**src/hdl/pfb_pkg.sv**
```systemverilog
// Shared types, constants and helpers of the page framebuffer fill engine.
package pfb_pkg;

  localparam int unsigned DefScreenWidth = 128;
  localparam int unsigned DefScreenPages = 8;
  // Address width that covers the largest legal store (256 x 16 bytes).
  localparam int unsigned AddrWMax = 12;

  typedef enum logic [1:0] {
    REQ_RECT  = 2'd0,
    REQ_DISC  = 2'd1,
    REQ_CLEAR = 2'd2,
    REQ_READ  = 2'd3
  } req_e;

  typedef struct packed {
    logic                rd_en;
    logic [AddrWMax-1:0] rd_addr;
    logic                wr_en;
    logic [AddrWMax-1:0] wr_addr;
    logic [7:0]          wr_data;
  } mem_req_t;

  typedef struct packed {
    logic       valid;
    logic [1:0] kind;
    logic [7:0] data;
  } done_t;

  // Bits of one page byte whose row lies within [lo, hi].
  function automatic logic [7:0] page_mask(input logic [4:0] page, input logic [7:0] lo,
                                           input logic [7:0] hi);
    logic [7:0] m;
    logic [7:0] y;
    for (int b = 0; b < 8; b++) begin
      y    = {page[4:0], 3'(b)};
      m[b] = (y >= lo) && (y <= hi);
    end
    return m;
  endfunction

endpackage

```
**src/hdl/pfb_if.sv**
```systemverilog
// Request and response channel interfaces of the page framebuffer fill engine.
interface pfb_req_if;
  logic       valid;
  logic       ready;
  logic [1:0] req_type;
  logic [6:0] corner_x_a;
  logic [5:0] corner_y_a;
  logic [6:0] corner_x_b;
  logic [5:0] corner_y_b;
  logic [6:0] center_x;
  logic [5:0] center_y;
  logic [6:0] radius;
  logic [9:0] byte_index;

  modport source(output valid, req_type, corner_x_a, corner_y_a, corner_x_b, corner_y_b,
                 center_x, center_y, radius, byte_index, input ready);
  modport sink(input valid, req_type, corner_x_a, corner_y_a, corner_x_b, corner_y_b,
               center_x, center_y, radius, byte_index, output ready);
endinterface


```
**src/hdl/pfb_seq.sv**
```systemverilog
// Drawing sequencer: column walker, disc height stepper and read-modify-write control.
module pfb_seq import pfb_pkg::*; #(
  parameter int unsigned SCREEN_WIDTH = DefScreenWidth,
  parameter int unsigned SCREEN_PAGES = DefScreenPages,
  localparam int unsigned DEPTH = SCREEN_WIDTH * SCREEN_PAGES,
  localparam int unsigned AW = $clog2(DEPTH)
) (
  input  logic       clk_i,
  input  logic       rst_ni,
  pfb_req_if.sink    req_i,
  input  logic       out_free_i,
  input  logic [7:0] rd_data_i,
  output mem_req_t   mem_req_o,
  output done_t      done_o
);

  typedef enum logic [2:0] {
    S_CLEAR, S_IDLE, S_DSTEP, S_COLSET, S_COL, S_RDCAP, S_FIN
  } state_e;

  localparam logic signed [9:0] XLim = 10'(SCREEN_WIDTH);
  localparam logic signed [8:0] YMax = 9'(SCREEN_PAGES * 8 - 1);
  localparam logic [AW-1:0] LastAddr = AW'(DEPTH - 1);

  // Control state.
  state_e        state_q, state_d;
  logic [AW-1:0] clr_cnt_q, clr_cnt_d;
  logic          clr_emit_q, clr_emit_d;
  logic          wr_pend_q, wr_pend_d;

  // Working registers.
  logic [1:0]          kind_q, kind_d;
  logic [7:0]          data_q, data_d;
  logic signed [9:0]   col_x_q, col_x_d;
  logic signed [8:0]   ylo_q, ylo_d, yhi_q, yhi_d;
  logic [6:0]          x_end_q, x_end_d;
  logic [6:0]          cx_q, cx_d;
  logic [5:0]          cy_q, cy_d;
  logic [15:0]         r2_q, r2_d;
  logic [6:0]          h_q, h_d;
  logic [7:0]          k_q, k_d;
  logic [15:0]         hh_q, hh_d, kk_q, kk_d;
  logic                side_q, side_d;
  logic [4:0]          pg_q, pg_d, pg_end_q, pg_end_d;
  logic [7:0]          clo_q, clo_d, chi_q, chi_d;
  logic [AddrWMax-1:0] wr_addr_q, wr_addr_d;
  logic [7:0]          wr_mask_q, wr_mask_d;

  logic                col_done;
  logic [16:0]         dist_sum;
  logic [AddrWMax-1:0] col_addr;
  logic [7:0]          lo_clip, hi_clip;
  logic [6:0]          x_lo, x_hi;
  logic [5:0]          y_lo, y_hi;

  assign req_i.ready = (state_q == S_IDLE);

  // The distance adder: squared height plus squared column offset against r squared.
  assign dist_sum = {1'b0, hh_q} + {1'b0, kk_q};
  assign col_addr = {3'b0, col_x_q[8:0]} + AddrWMax'(pg_q) * AddrWMax'(SCREEN_WIDTH);
  assign lo_clip  = (ylo_q < 0) ? 8'd0 : ylo_q[7:0];
  assign hi_clip  = (yhi_q > YMax) ? YMax[7:0] : yhi_q[7:0];
  assign x_lo     = (req_i.corner_x_a < req_i.corner_x_b) ? req_i.corner_x_a : req_i.corner_x_b;
  assign x_hi     = (req_i.corner_x_a < req_i.corner_x_b) ? req_i.corner_x_b : req_i.corner_x_a;
  assign y_lo     = (req_i.corner_y_a < req_i.corner_y_b) ? req_i.corner_y_a : req_i.corner_y_b;
  assign y_hi     = (req_i.corner_y_a < req_i.corner_y_b) ? req_i.corner_y_b : req_i.corner_y_a;

  always_comb begin
    state_d    = state_q;
    clr_cnt_d  = clr_cnt_q;
    clr_emit_d = clr_emit_q;
    wr_pend_d  = 1'b0;
    kind_d     = kind_q;
    data_d     = data_q;
    col_x_d    = col_x_q;
    ylo_d      = ylo_q;
    yhi_d      = yhi_q;
    x_end_d    = x_end_q;
    cx_d       = cx_q;
    cy_d       = cy_q;
    r2_d       = r2_q;
    h_d        = h_q;
    k_d        = k_q;
    hh_d       = hh_q;
    kk_d       = kk_q;
    side_d     = side_q;
    pg_d       = pg_q;
    pg_end_d   = pg_end_q;
    clo_d      = clo_q;
    chi_d      = chi_q;
    wr_addr_d  = wr_addr_q;
    wr_mask_d  = wr_mask_q;
    col_done   = 1'b0;
    done_o     = '0;

    // The write half of a read-modify-write lands in the cycle after its read.
    mem_req_o         = '0;
    mem_req_o.wr_en   = wr_pend_q;
    mem_req_o.wr_addr = wr_addr_q;
    mem_req_o.wr_data = rd_data_i | wr_mask_q;

    unique case (state_q)
      S_CLEAR: begin
        mem_req_o.wr_en   = 1'b1;
        mem_req_o.wr_addr = AddrWMax'(clr_cnt_q);
        mem_req_o.wr_data = 8'd0;
        if (clr_cnt_q == LastAddr) begin
          state_d = clr_emit_q ? S_FIN : S_IDLE;
        end else begin
          clr_cnt_d = clr_cnt_q + AW'(1);
        end
      end
      S_IDLE: begin
        if (req_i.valid) begin
          kind_d = req_i.req_type;
          data_d = 8'd0;
          unique case (req_e'(req_i.req_type))
            REQ_RECT: begin
              col_x_d = $signed({3'b0, x_lo});
              x_end_d = x_hi;
              ylo_d   = $signed({3'b0, y_lo});
              yhi_d   = $signed({3'b0, y_hi});
              state_d = S_COLSET;
            end
            REQ_DISC: begin
              cx_d    = req_i.center_x;
              cy_d    = req_i.center_y;
              r2_d    = {2'b0, {7'b0, req_i.radius} * {7'b0, req_i.radius}};
              h_d     = req_i.radius;
              hh_d    = {2'b0, {7'b0, req_i.radius} * {7'b0, req_i.radius}};
              k_d     = 8'd0;
              kk_d    = 16'd0;
              side_d  = 1'b0;
              state_d = S_DSTEP;
            end
            REQ_CLEAR: begin
              clr_cnt_d  = '0;
              clr_emit_d = 1'b1;
              state_d    = S_CLEAR;
            end
            REQ_READ: begin
              if ({3'b0, req_i.byte_index} < 13'(DEPTH)) begin
                mem_req_o.rd_en   = 1'b1;
                mem_req_o.rd_addr = {2'b0, req_i.byte_index};
                state_d           = S_RDCAP;
              end else begin
                state_d = S_FIN;
              end
            end
            default: state_d = S_FIN;
          endcase
        end
      end
      S_DSTEP: begin
        if (kk_q > r2_q) begin
          // Column offset has passed the radius.
          state_d = S_FIN;
        end else if (dist_sum > {1'b0, r2_q}) begin
          h_d  = h_q - 7'd1;
          hh_d = hh_q - {8'b0, h_q, 1'b0} + 16'd1;
        end else begin
          col_x_d = $signed({3'b0, cx_q}) + $signed({2'b0, k_q});
          ylo_d   = $signed({3'b0, cy_q}) - $signed({2'b0, h_q});
          yhi_d   = $signed({3'b0, cy_q}) + $signed({2'b0, h_q});
          state_d = S_COLSET;
        end
      end
      S_COLSET: begin
        if (col_x_q >= 0 && col_x_q < XLim && yhi_q >= 0 && ylo_q <= YMax) begin
          clo_d    = lo_clip;
          chi_d    = hi_clip;
          pg_d     = lo_clip[7:3];
          pg_end_d = hi_clip[7:3];
          state_d  = S_COL;
        end else begin
          col_done = 1'b1;
        end
      end
      S_COL: begin
        mem_req_o.rd_en   = 1'b1;
        mem_req_o.rd_addr = col_addr;
        wr_pend_d         = 1'b1;
        wr_addr_d         = col_addr;
        wr_mask_d         = page_mask(pg_q, clo_q, chi_q);
        if (pg_q == pg_end_q) begin
          col_done = 1'b1;
        end else begin
          pg_d = pg_q + 5'd1;
        end
      end
      S_RDCAP: begin
        data_d  = rd_data_i;
        state_d = S_FIN;
      end
      S_FIN: begin
        if (out_free_i) begin
          done_o.valid = 1'b1;
          done_o.kind  = kind_q;
          done_o.data  = data_q;
          clr_emit_d   = 1'b0;
          state_d      = S_IDLE;
        end
      end
      default: state_d = S_IDLE;
    endcase

    // Advance to the next column of the shape.
    if (col_done) begin
      if (kind_q == REQ_RECT) begin
        if (col_x_q == $signed({3'b0, x_end_q})) begin
          state_d = S_FIN;
        end else begin
          col_x_d = col_x_q + 10'sd1;
          state_d = S_COLSET;
        end
      end else if (!side_q && k_q != 8'd0) begin
        side_d  = 1'b1;
        col_x_d = $signed({3'b0, cx_q}) - $signed({2'b0, k_q});
        state_d = S_COLSET;
      end else begin
        side_d  = 1'b0;
        k_d     = k_q + 8'd1;
        kk_d    = kk_q + {7'b0, k_q, 1'b0} + 16'd1;
        state_d = S_DSTEP;
      end
    end
  end

  always_ff @(posedge clk_i or negedge rst_ni) begin
    if (!rst_ni) begin
      state_q    <= S_CLEAR;
      clr_cnt_q  <= '0;
      clr_emit_q <= 1'b0;
      wr_pend_q  <= 1'b0;
      kind_q     <= REQ_RECT;
    end else begin
      state_q    <= state_d;
      clr_cnt_q  <= clr_cnt_d;
      clr_emit_q <= clr_emit_d;
      wr_pend_q  <= wr_pend_d;
      kind_q     <= kind_d;
    end
  end

  always_ff @(posedge clk_i) begin
    data_q    <= data_d;
    col_x_q   <= col_x_d;
    ylo_q     <= ylo_d;
    yhi_q     <= yhi_d;
    x_end_q   <= x_end_d;
    cx_q      <= cx_d;
    cy_q      <= cy_d;
    r2_q      <= r2_d;
    h_q       <= h_d;
    k_q       <= k_d;
    hh_q      <= hh_d;
    kk_q      <= kk_d;
    side_q    <= side_d;
    pg_q      <= pg_d;
    pg_end_q  <= pg_end_d;
    clo_q     <= clo_d;
    chi_q     <= chi_d;
    wr_addr_q <= wr_addr_d;
    wr_mask_q <= wr_mask_d;
  end

endmodule

```
**src/flat_wrapper.sv**
```systemverilog
// flat-port wrapper written by rule: the top's interface ports become plain ports
module pfb_seq_flat import pfb_pkg::*;
#(
  parameter int unsigned SCREEN_WIDTH = DefScreenWidth,
  parameter int unsigned SCREEN_PAGES = DefScreenPages,
  localparam int unsigned DEPTH = SCREEN_WIDTH * SCREEN_PAGES,
  localparam int unsigned AW = $clog2(DEPTH)
)
  (clk_i, rst_ni, out_free_i, rd_data_i, mem_req_o, done_o, req_i_valid, req_i_req_type, req_i_corner_x_a, req_i_corner_y_a, req_i_corner_x_b, req_i_corner_y_b, req_i_center_x, req_i_center_y, req_i_radius, req_i_byte_index, req_i_ready);
  pfb_req_if req_i_i ();
  input  logic clk_i;
  input  logic rst_ni;
  input  logic out_free_i;
  input  logic [7:0] rd_data_i;
  output mem_req_t mem_req_o;
  output done_t done_o;
  input wire logic [$bits(req_i_i.valid)-1:0] req_i_valid;
  input wire logic [$bits(req_i_i.req_type)-1:0] req_i_req_type;
  input wire logic [$bits(req_i_i.corner_x_a)-1:0] req_i_corner_x_a;
  input wire logic [$bits(req_i_i.corner_y_a)-1:0] req_i_corner_y_a;
  input wire logic [$bits(req_i_i.corner_x_b)-1:0] req_i_corner_x_b;
  input wire logic [$bits(req_i_i.corner_y_b)-1:0] req_i_corner_y_b;
  input wire logic [$bits(req_i_i.center_x)-1:0] req_i_center_x;
  input wire logic [$bits(req_i_i.center_y)-1:0] req_i_center_y;
  input wire logic [$bits(req_i_i.radius)-1:0] req_i_radius;
  input wire logic [$bits(req_i_i.byte_index)-1:0] req_i_byte_index;
  output wire logic [$bits(req_i_i.ready)-1:0] req_i_ready;
  assign req_i_i.valid = req_i_valid;
  assign req_i_i.req_type = req_i_req_type;
  assign req_i_i.corner_x_a = req_i_corner_x_a;
  assign req_i_i.corner_y_a = req_i_corner_y_a;
  assign req_i_i.corner_x_b = req_i_corner_x_b;
  assign req_i_i.corner_y_b = req_i_corner_y_b;
  assign req_i_i.center_x = req_i_center_x;
  assign req_i_i.center_y = req_i_center_y;
  assign req_i_i.radius = req_i_radius;
  assign req_i_i.byte_index = req_i_byte_index;
  assign req_i_ready = req_i_i.ready;
  pfb_seq #(.SCREEN_WIDTH(SCREEN_WIDTH), .SCREEN_PAGES(SCREEN_PAGES)) u_core (.clk_i(clk_i), .rst_ni(rst_ni), .req_i(req_i_i), .out_free_i(out_free_i), .rd_data_i(rd_data_i), .mem_req_o(mem_req_o), .done_o(done_o));
endmodule
```
**config.mk**
```make
export PLATFORM = sky130hd
export DESIGN_NAME = pfb_seq_flat
export DESIGN_NICKNAME = d
export VERILOG_FILES = /design/src/hdl/pfb_pkg.sv /design/src/hdl/pfb_if.sv /design/src/hdl/pfb_seq.sv /design/src/flat_wrapper.sv
export SDC_FILE = /design/constraint.sdc
export NUM_CORES = 1
export LEC_CHECK = 0
export ABC_AREA = 1
export BUFFER_PORTS_ARGS = -buffer_cell sky130_fd_sc_hd__buf_2
export CAP_MARGIN = 20
export CORE_ASPECT_RATIO = 1.75
export CORE_UTILIZATION = 62
export CTS_CLUSTER_DIAMETER = 80
export DETAILED_ROUTE_END_ITERATION = 16
export GPL_TIMING_DRIVEN = 0
export PLACE_DENSITY = 0.82
export SLEW_MARGIN = 40
export SYNTH_ARGS = -nofsm -noshare
export SYNTH_HDL_FRONTEND = slang
export SYNTH_SLANG_ARGS = --single-unit
```
**constraint.sdc**
```tcl
create_clock -name clk_i -period 5.1 [get_ports clk_i]
set_input_delay 0.51 -clock clk_i [delete_from_list [all_inputs] [get_ports clk_i]]
set_output_delay 0.51 -clock clk_i [all_outputs]
set_load 0.01 [all_outputs]
```
After elaboration in Yosys (flattened, before gate mapping)
Cells that the tools add are included.

word-level totals
  input port bits = 70
  flip-flop bits (word level) = 176
  logic and storage cells = 218

operators by class
  add/subtract/negate cells = 15
  multiply operators = 1
  $lt $le $gt $ge = 26
  reductions and logical operators = 33
  bitwise gates (word level) = 1
  eq/ne operators = 29
  multiplexer cells = 88

operator list
  kind                                            number
  two-way mux 16 bit                              10
  two-way mux 10 bit                              11
  two-way mux 9 bit                               8
  greater-or-equal comparator 8 bit               8
  less-or-equal comparator 8 bit                  8
  two-way mux 8 bit                               8
  two-way mux 7 bit                               6
  one-hot mux 10 bit (2 select lines)             2
  one-hot mux 9 bit (2 select lines)              2
  adder 16 x 1 -> 16 bit (second input constant)  2
  one-hot mux 16 bit (2 select lines)             1
  two-way mux 3 bit                               10
  two-way mux 13 bit                              2
  one-hot mux 13 bit (2 select lines)             1
  two-way mux 11 bit                              2
  two-way mux 21 bit                              1
  one-hot mux 3 bit (7 select lines)              1
  adder 16 x 16 -> 17 bit                         1
  > comparator 17 x 14 -> 1 bit                   1
  adder 16 x 9 -> 16 bit                          1
  > comparator 16 x 14 -> 1 bit                   1
  one-hot mux 8 bit (2 select lines)              1
  subtractor 16 x 8 -> 16 bit                     1
  multiplier 7 x 7 -> 14 bit                      1
  50 further kinds                                103

Logic depth before layout (Yosys ltp)
  depth in word-level cells = 8
  mapped depth = 27
  gate-level depth less buffers = 26

Worst setup path before layout
OpenSTA, ideal clock, no wires.

  path type = input to register
  from = input port req_i_radius[6]
  to = register u_core.hh_q[12], data pin
  slack = 0.812 ns
  cell stages on the path = 18
  arrival = 4.014 ns
  path buffers = 1
  data required time = 4.826 ns
  cell sequence = clkbuf_1 -> nand2_1 -> inv_1 -> fa_1 -> inv_1 -> fa_1 -> fa_1 -> inv_1 -> fa_1 -> ha_1 -> a21oi_1 -> o21ai_0 -> a21oi_1 -> o21bai_1 -> a21oi_1 -> xnor2_1 -> nor2_1 -> a31oi_1

on the way
  cells in the longest elaborated chain, start to end = 4

RTL lines
  item                                 line                RTL
  start: declaration                   flat_wrapper.sv:25  input wire logic [$bits(req_i_i.radius)-1:0] req_i_radius;
  multiplier 7 x 7 -> 14 bit           pfb_seq.sv:130      hh_d = {2'b0, {7'b0, req_i.radius} * {7'b0, req_i.radius}};
  two-way mux 16 bit                   pfb_seq.sv:117      unique case (req_e'(req_i.req_type))
  two-way mux 16 bit                   pfb_seq.sv:114      if (req_i.valid) begin
  one-hot mux 16 bit (2 select lines)  pfb_seq.sv:102      unique case (state_q)
  net u_core.hh_d[12]                  pfb_seq.sv:42       logic [15:0] hh_q, hh_d, kk_q, kk_d;
  end signal: assignment               pfb_seq.sv:256      hh_q <= hh_d;
  end: declaration                     pfb_seq.sv:42

The timed path passes the listed nets, and every way through them passes these cells. The select of a mux whose other input is x is not followed.
A chain may end at the register's enable or synchronous reset.

Worst setup path after layout
  from = input port req_i_radius[4]
  to = register u_core.hh_q[12], data pin

Same word-level chain as after synthesis.

==> results.sh <==
export IMPL_drt_wl_total_um=36300
export IMPL_min_period_over_period=0.916
export IMPL_wl_per_cell_um=16.2
export IMPL_die_area_mm2=0.0230
export IMPL_fin_area_mm2=0.0155
export IMPL_synth_edf_count=120
export IMPL_syn_area_mm2=0.0139
export IMPL_dp_cells=2204
export IMPL_arrival_ns=4.95
export IMPL_cp_max_fo=9
export IMPL_antenna_left=0
export IMPL_drc=0
export IMPL_grt_total_usage=0.328
export IMPL_status="finished, final reports clean"
export IMPL_vdd_drop_max_mv=0.429
export IMPL_fmax_mhz=214
export IMPL_ys_seq_area_frac=0.340
export IMPL_clock_path_buffers=2
export IMPL_ys_flop_type="edfxtp_1"
export IMPL_start_kind="primary input"
export IMPL_leakagePower_nw=7.71
export IMPL_slew_headroom=0.503
export IMPL_die_h_um=200
export IMPL_numCtsBuffers=17
export IMPL_cts_tree="built"
export IMPL_grt_pass1_vias=12300
export IMPL_cts_clk_slew_worst_paths_ns=0.07
export IMPL_postSynthCellCount=1793
export IMPL_final_nets=2178
export IMPL_synthDistinctLibCells=59
export IMPL_io_buffers=112
export IMPL_hpwl_um=28800
export IMPL_rows=72
export IMPL_drv_slew=0
export IMPL_fin_crit_ns=4.67
export IMPL_drtIter0Drc=762
export IMPL_hold_violations=0
export IMPL_endpoint_kind="flop"
export IMPL_antenna_found_initial=0
export IMPL_cts_root_buffer="clkbuf_16"
export IMPL_grt_pass1_wl_um=57400
export IMPL_ys_async_sr_fraction=0.0988
export IMPL_critPathKind="primary input to flop"
export IMPL_yosys_warnings=0
export IMPL_cts_resized=0
export IMPL_ios=116
export IMPL_cap_violations=0
export IMPL_ys_seq_elements=172
export IMPL_finalSetupViolations=0
export IMPL_synth_avg_cell_area_um2=7.75
export IMPL_worst_path_most_repeated_cell="fa_1"
export IMPL_slowest_stage="fa_1"
export IMPL_syn2layout_area_growth_pct=11.4
export IMPL_power_density_mw_per_mm2=574
export IMPL_drive_above_1_share=0.108
export IMPL_rsz0062_at_grt="false"
export IMPL_slowest_delay_ns=0.58
export IMPL_grt_max_degree=29
export IMPL_fin_skew_ns=0.00791
export IMPL_tns_ns=0
export IMPL_required_ns=5.37
export IMPL_worst_slew_pin_slew_ns=0.745
export IMPL_diodes=0
export IMPL_insertion_delay_ns=0.45
export IMPL_overflow=0
export IMPL_via_count=12600
export IMPL_path_cells="buf_2 > clkbuf_1 > nand2_1 > inv_1 > fa_1 > inv_1 > fa_1 > fa_1 > inv_1 > fa_1 > ha_1 > a21oi_1 > o21ai_0 > a21oi_1 > o21bai_1 > a21oi_1 > xnor2_1 > nor2_1 > a31oi_1"
export IMPL_n_fill_cell=1826
export IMPL_cts_htree_levels=4
export IMPL_clock_sinks=172
export IMPL_hold_path_class="primary input to flop"
export IMPL_die_x_um=115
export IMPL_firstDrtPassIters=5
export IMPL_layoutNonFillerInstCount=2236
export IMPL_gp_congestion=0.943
export IMPL_start_util=0.630
export IMPL_dpl_cell_area_mm2=0.0149
export IMPL_coreArea_mm2=0.0221
export IMPL_via_per_inst=5.63
## synthesized netlist by cell type (12+ instances only)
library cell  number  area (um2)
xnor2_1           17         149
nand3_1           91         455
edfxtp_1         120        3600
o211ai_1          12        90.1
a21oi_1          113         566
clkbuf_1          29         109
fa_1              23         460
o21ai_1           13        65.1
nand2_1          371        1390
nor3_1            28         140
xor2_1            39         342
nor2_1           164         616
inv_2             15        56.3
nand4_1           18         113
dfrtp_1           17         425
ha_1             157        1960
o21ai_0          127         636
inv_1            281        1050
dfxtp_1           35         701
## per-layer routing
metal / share of wire / GRT usage / vias up
li1: - / - / 6190
met1: 0.34 / 0.300 / 5792
met2: 0.54 / 0.625 / 431
met3: 0.039 / 0.0519 / 175
met4: 0.074 / 0.271 / 0
met5: 0 / 0 / -
## metrics by stage
step / total power [W] / hold slack (ns) / setup slack, ns / util
final: 0.00890 / 0.225 / 0.427 / 0.702
after detailed placement: 0.00748 / 0.418 / -0.00387 / 0.674
after global placement: 0.00728 / 0.411 / 0.166 / 0.672
after global routing: 0.00964 / 0.225 / 0.164 / 0.702
after floorplan: 0.00608 / 0.214 / 0.812 / -
after CTS: 0.00883 / 0.213 / 0.461 / 0.701
## worst max-delay path, delay by kind of cell
family          cells  cell delay, ns
buf+inv             5            0.78
compound gates      6            1.06
fa+ha+maj           5            2.19
simple gates        2            0.18
xor+xnor            1            0.23
## cells in the final DEF (no fill, tap or decap), types with 4 or more instances in the layout
cell and instances:
ha_1 157, a31oi_1 5, clkbuf_1 29, nand2_2 10, inv_2 15, nand3_2 4, inv_1 281, or2_2 8
nor2_1 162, o22ai_1 9, a32o_1 4, o21ai_1 13, o32ai_1 4, dfxtp_1 35, o31ai_1 5, a221oi_1 4
o21ai_0 127, edfxtp_1 120, nor3_1 28, inv_6 4, nor2_2 6, a21oi_1 113, o21bai_1 7, buf_2 116
nor4_1 4, dfrtp_1 17, nand4_1 18, xor2_1 39, nand3_1 91, fa_1 23, nand2_1 370, o211ai_1 12
xnor2_1 17, clkbuf_16 17, clkinv_1 7
## final timing paths
| path | slack (ns) | to | from | cells past startpoint |
|---|---|---|---|---|
| setup / recovery | 0.43 | u_core.hh_q[12] | req_i_radius[4] | 19 |
| hold / removal | 0.22 | u_core.cy_q[2] | req_i_center_y[2] | 1 |
| setup reg to reg | 1.05 | u_core.hh_q[5] | u_core.hh_q[0] | 23 |
| hold reg to reg | 0.44 | u_core.wr_addr_q[3] | u_core.col_x_q[3] | 0 |
| max in group asynchronous | 4.25 | u_core.clr_cnt_q[6] | rst_ni | 2 |
| min in group asynchronous | 0.53 | u_core.clr_cnt_q[7] | rst_ni | 2 |
## cell families (layout without fill, tap and decap cells)
kind of cell,count (synthesis),after routing,share of synthesized area
AO/OA/AOI/OAI,323,323,0.130
XOR/XNOR,56,56,0.0353
adder cells (fa/ha/maj),180,180,0.174
multiplexers,1,1,0.000810
flip-flops,172,172,0.340
buffers and inverters,338,484,0.0927
other,1,2,0.000270
AND/OR/NAND/NOR,722,722,0.226
## cell type report
cell class / count / area [um2] / area share
clock buffer: 17 / 425 / 0.0275
inverter: 301 / 1130 / 0.0730
timing repair buffer: 115 / 613 / 0.0396
sequential: 172 / 4730 / 0.305
tap: 296 / 370 / 0.0239
multi-input combinational: 1284 / 7900 / 0.510
buffer: 37 / 159 / 0.0103
clock inverter: 14 / 158 / 0.0102
## state kept, by name, summed over array words and instances, names as in the netlist, 10 cells and up
| signal | flops |
|---|---|
| u_core.hh_q | 16 |
| u_core.kk_q | 16 |
| u_core.r2_q | 13 |
| u_core.wr_addr_q | 12 |
| u_core.clr_cnt_q | 10 |
| u_core.col_x_q | 10 |
## where the power goes
part	leakage, nW	switching (W)	total (W)	internal (W)
Sequential	1.60	0.000342	0.00243	0.00209
Combinational	5.82	0.00333	0.00515	0.00182
Clock	0.285	0.000592	0.00132	0.000730
Total	7.71	0.00426	0.00890	0.00463
## what timing repair did
action / in CTS / in global routing
setup endpoints to repair: 0 / 0
setup buffers: 0 / 0
hold endpoints to repair: 17 / 0
hold buffers: 1 / 0
Power figures use the tool's default switching activity.
